## config.mk

```make
export PLATFORM = sky130hd
export DESIGN_NAME = mvs_isqrt
export DESIGN_NICKNAME = d
export VERILOG_FILES = /design/src/design/mvs_pkg.sv /design/src/design/mvs_isqrt.sv
export SDC_FILE = /design/constraint.sdc
export NUM_CORES = 1
export LEC_CHECK = 0
export BUFFER_PORTS_ARGS = -buffer_cell sky130_fd_sc_hd__buf_2
export CORE_MARGIN = 2
export CORE_UTILIZATION = 55
export DETAILED_ROUTE_END_ITERATION = 16
export PLACE_DENSITY = 0.76
export SLEW_MARGIN = 20
export SYNTH_ARGS = -nofsm -noshare
export SYNTH_HDL_FRONTEND = slang
export SYNTH_SLANG_ARGS = --single-unit
```

## constraint.sdc

```tcl
create_clock -name clk -period 3.34 [get_ports clk]
set_input_delay 0 -clock clk [delete_from_list [all_inputs] [get_ports clk]]
set_output_delay 0 -clock clk [all_outputs]
set_load 0.02 [all_outputs]
```

## src/design/mvs_pkg.sv

```systemverilog
// shared constants, register indexes and pixel distance function of the seam finder
package mvs_pkg;

    localparam int DEF_MAX_ROWS = 64;
    localparam int DEF_MAX_COLS = 64;

    localparam int CFG_W      = 7;
    localparam int CFG_IDX_W  = 1;
    localparam int PIX_W      = 24;
    localparam int CHAN_W     = 8;
    localparam int DIST_W     = 18;
    localparam int SUM_W      = 19;
    localparam int RAD_W      = 20;
    localparam int ROOT_W     = 10;
    localparam int SQRT_STEPS = RAD_W / 2;
    localparam int SQRT_CNT_W = $clog2(SQRT_STEPS + 1);
    localparam int ENERGY_W   = 10;
    localparam int COST_W     = 16;
    localparam int SEAM_IDX_W = 6;

    localparam logic [COST_W-1:0] COST_MAX = '1;

    localparam logic [CFG_IDX_W-1:0] REG_IMAGE_ROWS = 1'd0;
    localparam logic [CFG_IDX_W-1:0] REG_IMAGE_COLS = 1'd1;

    // sum of squared channel differences of two packed pixels
    function automatic logic [DIST_W-1:0] chan_dist(input logic [PIX_W-1:0] p,
                                                    input logic [PIX_W-1:0] q);
        logic [CHAN_W-1:0] a;
        logic [CHAN_W-1:0] b;
        logic [CHAN_W-1:0] d;
        logic [DIST_W-1:0] sum;
        sum = '0;
        for (int k = 0; k < 3; k++)
        begin
            a = p[k*CHAN_W +: CHAN_W];
            b = q[k*CHAN_W +: CHAN_W];
            d = (a > b) ? (a - b) : (b - a);
            sum = sum + (DIST_W'(d) * DIST_W'(d));
        end
        return sum;
    endfunction

endpackage

```

## src/design/mvs_isqrt.sv

```systemverilog
// iterative floor square root, two radicand bits per cycle
module mvs_isqrt (
    input  logic                      clk,
    input  logic                      rst_n,
    input  logic                      start,
    input  logic [mvs_pkg::SUM_W-1:0] value,
    output logic                      done,
    output logic [mvs_pkg::ROOT_W-1:0] root
);
    import mvs_pkg::*;

    logic [RAD_W-1:0]      rad_reg;
    logic [ROOT_W+2:0]     rem_reg;
    logic [ROOT_W-1:0]     root_reg;
    logic [SQRT_CNT_W-1:0] cnt_reg;
    logic                  busy_reg;
    logic                  done_reg;
    logic [ROOT_W+2:0]     shifted;
    logic [ROOT_W+2:0]     trial;

    always_comb
    begin
        shifted = {rem_reg[ROOT_W:0], rad_reg[RAD_W-1 -: 2]};
        trial   = {1'b0, root_reg, 2'b01};
    end

    always_ff @(posedge clk or negedge rst_n)
    begin
        if (!rst_n)
        begin
            rad_reg  <= '0;
            rem_reg  <= '0;
            root_reg <= '0;
            cnt_reg  <= '0;
            busy_reg <= 1'b0;
            done_reg <= 1'b0;
        end
        else
        begin
            done_reg <= 1'b0;
            if (start)
            begin
                rad_reg  <= RAD_W'(value);
                rem_reg  <= '0;
                root_reg <= '0;
                cnt_reg  <= SQRT_CNT_W'(SQRT_STEPS);
                busy_reg <= 1'b1;
            end
            else if (busy_reg)
            begin
                if (shifted >= trial)
                begin
                    rem_reg  <= shifted - trial;
                    root_reg <= {root_reg[ROOT_W-2:0], 1'b1};
                end
                else
                begin
                    rem_reg  <= shifted;
                    root_reg <= {root_reg[ROOT_W-2:0], 1'b0};
                end
                rad_reg <= {rad_reg[RAD_W-3:0], 2'b00};
                cnt_reg <= cnt_reg - 1'b1;
                if (cnt_reg == SQRT_CNT_W'(1))
                begin
                    busy_reg <= 1'b0;
                    done_reg <= 1'b1;
                end
            end
        end
    end

    assign done = done_reg;
    assign root = root_reg;

endmodule
```

# ---- Word level (Yosys, flattened, before mapping)
# Index checks and enable logic that the tools add are counted.
dict set report totals {
  regBits 47
  output_inout_bits 11
  wordCells 27
}
dict set report classes {
  add_sub_neg 2
  n_lt_le_gt_ge 1
  eq_ne 1
  mux 16
  n_reduce_logical 1
}
# op n
set op_table {}
lappend op_table {{20-bit two-way mux} 2}
lappend op_table {{11-bit two-way mux} 3}
lappend op_table {{10-bit two-way mux} 2}
lappend op_table {{13-bit by 12-bit >= comparator with 1-bit output} 1}
lappend op_table {{11-bit subtractor} 1}
lappend op_table {{4-bit two-way mux} 2}
lappend op_table {{1-bit two-way mux} 7}
lappend op_table {{4-bit by 1-bit == test with 1-bit output (second input constant)} 1}
lappend op_table {{4-bit by 1-bit subtractor with 4-bit output (second input constant)} 1}
lappend op_table {{2-bit nonzero test} 1}

# ---- Depth between registers and ports, before layout
dict set report logic_depth {
  depth_word 4
  mapped_depth 8
  ltp_nobuf 8
}

# ---- Worst setup path after synthesis
# Ideal clock, no wire load.
dict set report synth_path {
  path_type {register to register}
  startpoint {register root_reg[8], in the netlist root[8]}
  endpoint {register rem_reg[2]}
  setup_time_ns 0.094
  t_arrival_ns 1.967
  required_ns 3.246
  path_slack_ns 1.279
  stages_incl_launch_ff 8
  period_less_slack_ns 2.061
  path_cell_list {dfrtp_1 > inv_1 > ha_1 > a21o_1 > a211oi_1 > o21ai_4 > mux2i_1 > a211oi_1}
}
dict set report synth_between {
  elab_chain_cells 4
}
# element line
set synth_lines {}
lappend synth_lines {{start: declaration} mvs_isqrt.sv:14} ;# logic [ROOT_W-1:0] root_reg;
lappend synth_lines {{start signal: assignment} mvs_isqrt.sv:54} ;# root_reg <= {root_reg[ROOT_W-2:0], 1'b1};
lappend synth_lines {{start signal: assignment} mvs_isqrt.sv:59} ;# root_reg <= {root_reg[ROOT_W-2:0], 1'b0};
lappend synth_lines {{13-bit by 12-bit >= comparator with 1-bit output} mvs_isqrt.sv:51} ;# if (shifted >= trial)
lappend synth_lines {{11-bit two-way mux} mvs_isqrt.sv:51}
lappend synth_lines {{11-bit two-way mux} mvs_isqrt.sv:49} ;# else if (busy_reg)
lappend synth_lines {{11-bit two-way mux} mvs_isqrt.sv:41} ;# if (start)
lappend synth_lines {{end signal: assignment} mvs_isqrt.sv:53} ;# rem_reg <= shifted - trial;
lappend synth_lines {{end signal: assignment} mvs_isqrt.sv:58} ;# rem_reg <= shifted;
lappend synth_lines {{end: declaration} mvs_isqrt.sv:13} ;# logic [ROOT_W+2:0] rem_reg;
# No other way between the ends. The select of a mux whose other input is x is not followed.
# A chain may end at the register's enable or synchronous reset.

# ---- Final worst setup path
dict set report layout_path {
  startpoint {register root_reg[8], in the netlist root[8]}
  endpoint {register rem_reg[7]}
}
# Same word-level chain as after synthesis.

==> summary.md <==
| Metric | Value |
|---|---|
| Vias in the first global route | roughly 1900 |
| Boundary pin count | 33 |
| Least-Margin Pin Slew | about 0.74 ns |
| Die ar. | approximately 5500 µm² |
| Clock insertion delay at the later pin of the skew report | 0.30 ns |
| Clock Path Buffers | 2 |
| Worst path bufs/invs | 1 |
| Initial antenna violation count | 0 |
| CTS clk-pin slew, worst paths | around 0.090 ns |
| Remaining antenna violation count | 0 |
| Final period utilization | 63.4% |
| Post-synth top area share | between 40% and 50% |
| Finish-stage setup viols | 0 |
| Die Y | 74.2 µm |
| Flip-flop count of the largest register after layout | 20 |
| Fin. max-slew vios | 0 |
| Max IR drop VDD | around 0.33 mV |
| Root Buffer | clkbuf_8 |
| Pleak | about 1.6 nW |
| Maximum capacitance violations | 0 |
| Pwr Density | 680 nW/µm² |
| Area grow syn2layout | 16.2% |
| R2r endpoint | rem_reg[7] |
| Post-DP HPWL | 3410 µm |
| Slowest stage cell, crit path | a211oi_1 |
| Drt pass-1 iters | 4 |
| WS Path Type | reg -> reg |
| Via density | between 5 and 6 |
| Reg area | 1180 µm² |
| Hold crit path type | in -> reg |
| Seq cells post-synth | between 40 and 50 |
| Post-Syn Instances | 271 |
| Antenna cells | 0 |
| Avg Synthesized Cell Area | about 10 µm² |
| # DRC | 0 |
| Status | completed |
| Hold Path Cell Cnt | 2 |
| CTS tree | done |
| CTS Buf Count | 5 |
| Worst Hold End | cnt_reg[2] |
| Seq/Total Area, Yosys | between 40% and 50% |
| CP Cell Sequence | inv_1 > ha_1 > a21o_1 > a211oi_1 > o21ai_4 > mux2i_1 > a211oi_1 |
| Final Hold Viols | 0 |
| Chip width | 74.2 µm |
| Reg2Reg Depth | 7 |
| Reg2reg start | root[8] |
| CTS sink cnt | between 40 and 50 |
| Routed WL per cell | between 10 and 15 µm |
| Reg2Reg Setup Slack | between 1 and 1.5 ns |
| First-pass GRT wire length | a little under 9000 µm |
| Top cells by area, synth | dfrtp_1, mux2i_1, ha_1 |
| Synth Flop Type | dfrtp_1 |
| Grt ovf | 0 |
| Final-stage net count | roughly 350 |
| Worst EP arrival | ~2.3 ns |
| Multi-input gate area | roughly 1400 µm² |
| Area post-placement | about 2900 µm² |
| Final min period | about 2.1 ns |
| Resize count post-CTS | 0 |
| Filler Cell Count | roughly 360 |
| Core region area | around 4700 µm² |
| Startpoint types | flip-flop |
| Worst EP required | 3.55 ns |
| Max Clock Skew | around 0.0045 ns |
| Mapped Area | about 2700 µm² |
| Routed wire length | between 5000 and 6000 µm |
| Leading cell type in the layout, fill and taps excluded | dfrtp_1 |
| Net count after synthesis | 307 |
| Row Count | 25 |
| Crit path max-delay family | compound AO/OA/AOI/OAI gates |
| Max_slew headroom | 50.6% |
| Async set or reset register ratio after synthesis | 100% |
| Max incr delay on CP | 0.45 ns |
| Maximum net fanout on the critical path | 9 |
| RD Place Congestion | between 0.8 and 0.9 |
| Yosys top cell by area | dfrtp_1 |
| Initial Util | between 50% and 60% |
| Layout cells sized above 1 | between 15 and 20% |
| Routed via count | ~2000 |
| Buffers on Ports | 32 |
| RSZ-0062 raised after global routing | false |
| 1st-iter DRT viols | 138 |
| Most frequent cells in the layout | dfrtp_1, mux2i_1, buf_2 |
| EDFF count, synth | 0 |
| Total track usage | between 20% and 30% |
| Synth cell types | 40 |
| Kind of end point of the critical path | flip-flop |
| Setup TNS | 0 ns |
| H-tree levels | 2 |
| Hold_sp | start |
| CP dominant cell by count | a211oi_1 |
| Largest net degree at the start of global routing | 73 |
| Final Cell Area | ~3100 µm² |
| Max Freq | ~0.47 GHz |
| Synth warn | 0 |
## what timing repair did
| action | in CTS | in global routing |
|---|---|---|
| hold buffers | 20 | 0 |
| hold endpoints to repair | 41 | 0 |
| endpoints found under the setup margin | 0 | 0 |
| buffers inserted | 0 | 0 |
## power by group
group | total (mW) | leakage (nW) | internal, mW | switching [mW]
logic | 1.06 | 0.990 | 0.495 | 0.567
registers | 0.743 | 0.596 | 0.663 | 0.0799
clock network | 0.336 | 0.0412 | 0.146 | 0.189
total | 2.14 | 1.63 | 1.30 | 0.836
## kinds of logic (layout without fill, tap and decap cells)
group                      after synthesis  count (layout)  share of synthesized area [%]
buffers and inverters                   29              77                           6.15
adders and majority gates               14              14                           6.47
AOI/OAI and AO/OA                       56              56                           13.9
and+or+nand+nor                         79              79                           13.6
DFF                                     47              47                           43.4
xor gates and xnor gates                12              12                           3.88
muxes                                   34              34                           12.6
## worst reg2reg max path, stage by stage, from the launching register on
cell,delay [ns]
dfrtp_1,0.39
inv_1,0.06
ha_1,0.33
a21o_1,0.17
a211oi_1,0.45
o21ai_4,0.22
mux2i_1,0.16
a211oi_1,0.25
## through the flow
step	power (mW)	hold slack [ns]	setup WS [ns]	std cells	utilization, %
6_report	2.14	0.194	1.22	386	66.6
3_5_place_dp	1.80	-0.0000466	1.22	358	60.5
5_1_grt	2.30	0.237	1.03	386	66.6
2_1_floorplan	1.59	-0.296	1.28	271	-
3_3_place_gp	1.77	-0.00318	1.30	358	60.5
4_1_cts	2.15	0.213	1.19	386	66.5
## worst max-delay path by stage
stage	from	endpoint	slack, ns	depth (start not counted)
after floorplan	root[8]	rem_reg[2]	1.28	7
after global placement	root[8]	rem_reg[4]	1.30	7
after detailed placement	root[8]	rem_reg[7]	1.22	7
after CTS	root[8]	rem_reg[7]	1.19	7
after global routing	root[2]	rem_reg[8]	1.03	8
final	root[8]	rem_reg[7]	1.22	7
## layout make-up
type | count | area share [%]
repair buffers | 54 | 12.0
multi-input cells | 195 | 43.4
clock inverters | 2 | 0.398
well taps | 67 | 2.67
inverters | 15 | 1.79
clock buffers | 6 | 2.31
flip-flops and latches | 47 | 37.4
## synth_stat cells, types with 3 or more instances
| library cell | count |
|---|---|
| clkbuf_1 | 6 |
| or3_1 | 3 |
| xnor2_1 | 7 |
| dfrtp_1 | 47 |
| mux2i_1 | 34 |
| nand3_1 | 4 |
| o21ai_0 | 22 |
| nand2_1 | 24 |
| inv_1 | 15 |
| xor2_1 | 5 |
| a211oi_1 | 9 |
| clkbuf_8 | 4 |
| nand2b_1 | 9 |
| a21oi_1 | 4 |
| ha_1 | 14 |
| nor2_1 | 28 |
| o211ai_1 | 3 |
## per-layer routing
metal / vias to the layer above / part of all wire (%) / global-route usage, %
met4: 0 / 1.2 / 6.67
li1: 1036 / - / -
met5: - / 0 / 0
met1: 955 / 45 / 27.0
met3: 6 / 2.3 / 4.07
met2: 30 / 51 / 38.1
Power figures use the tool's default switching activity.
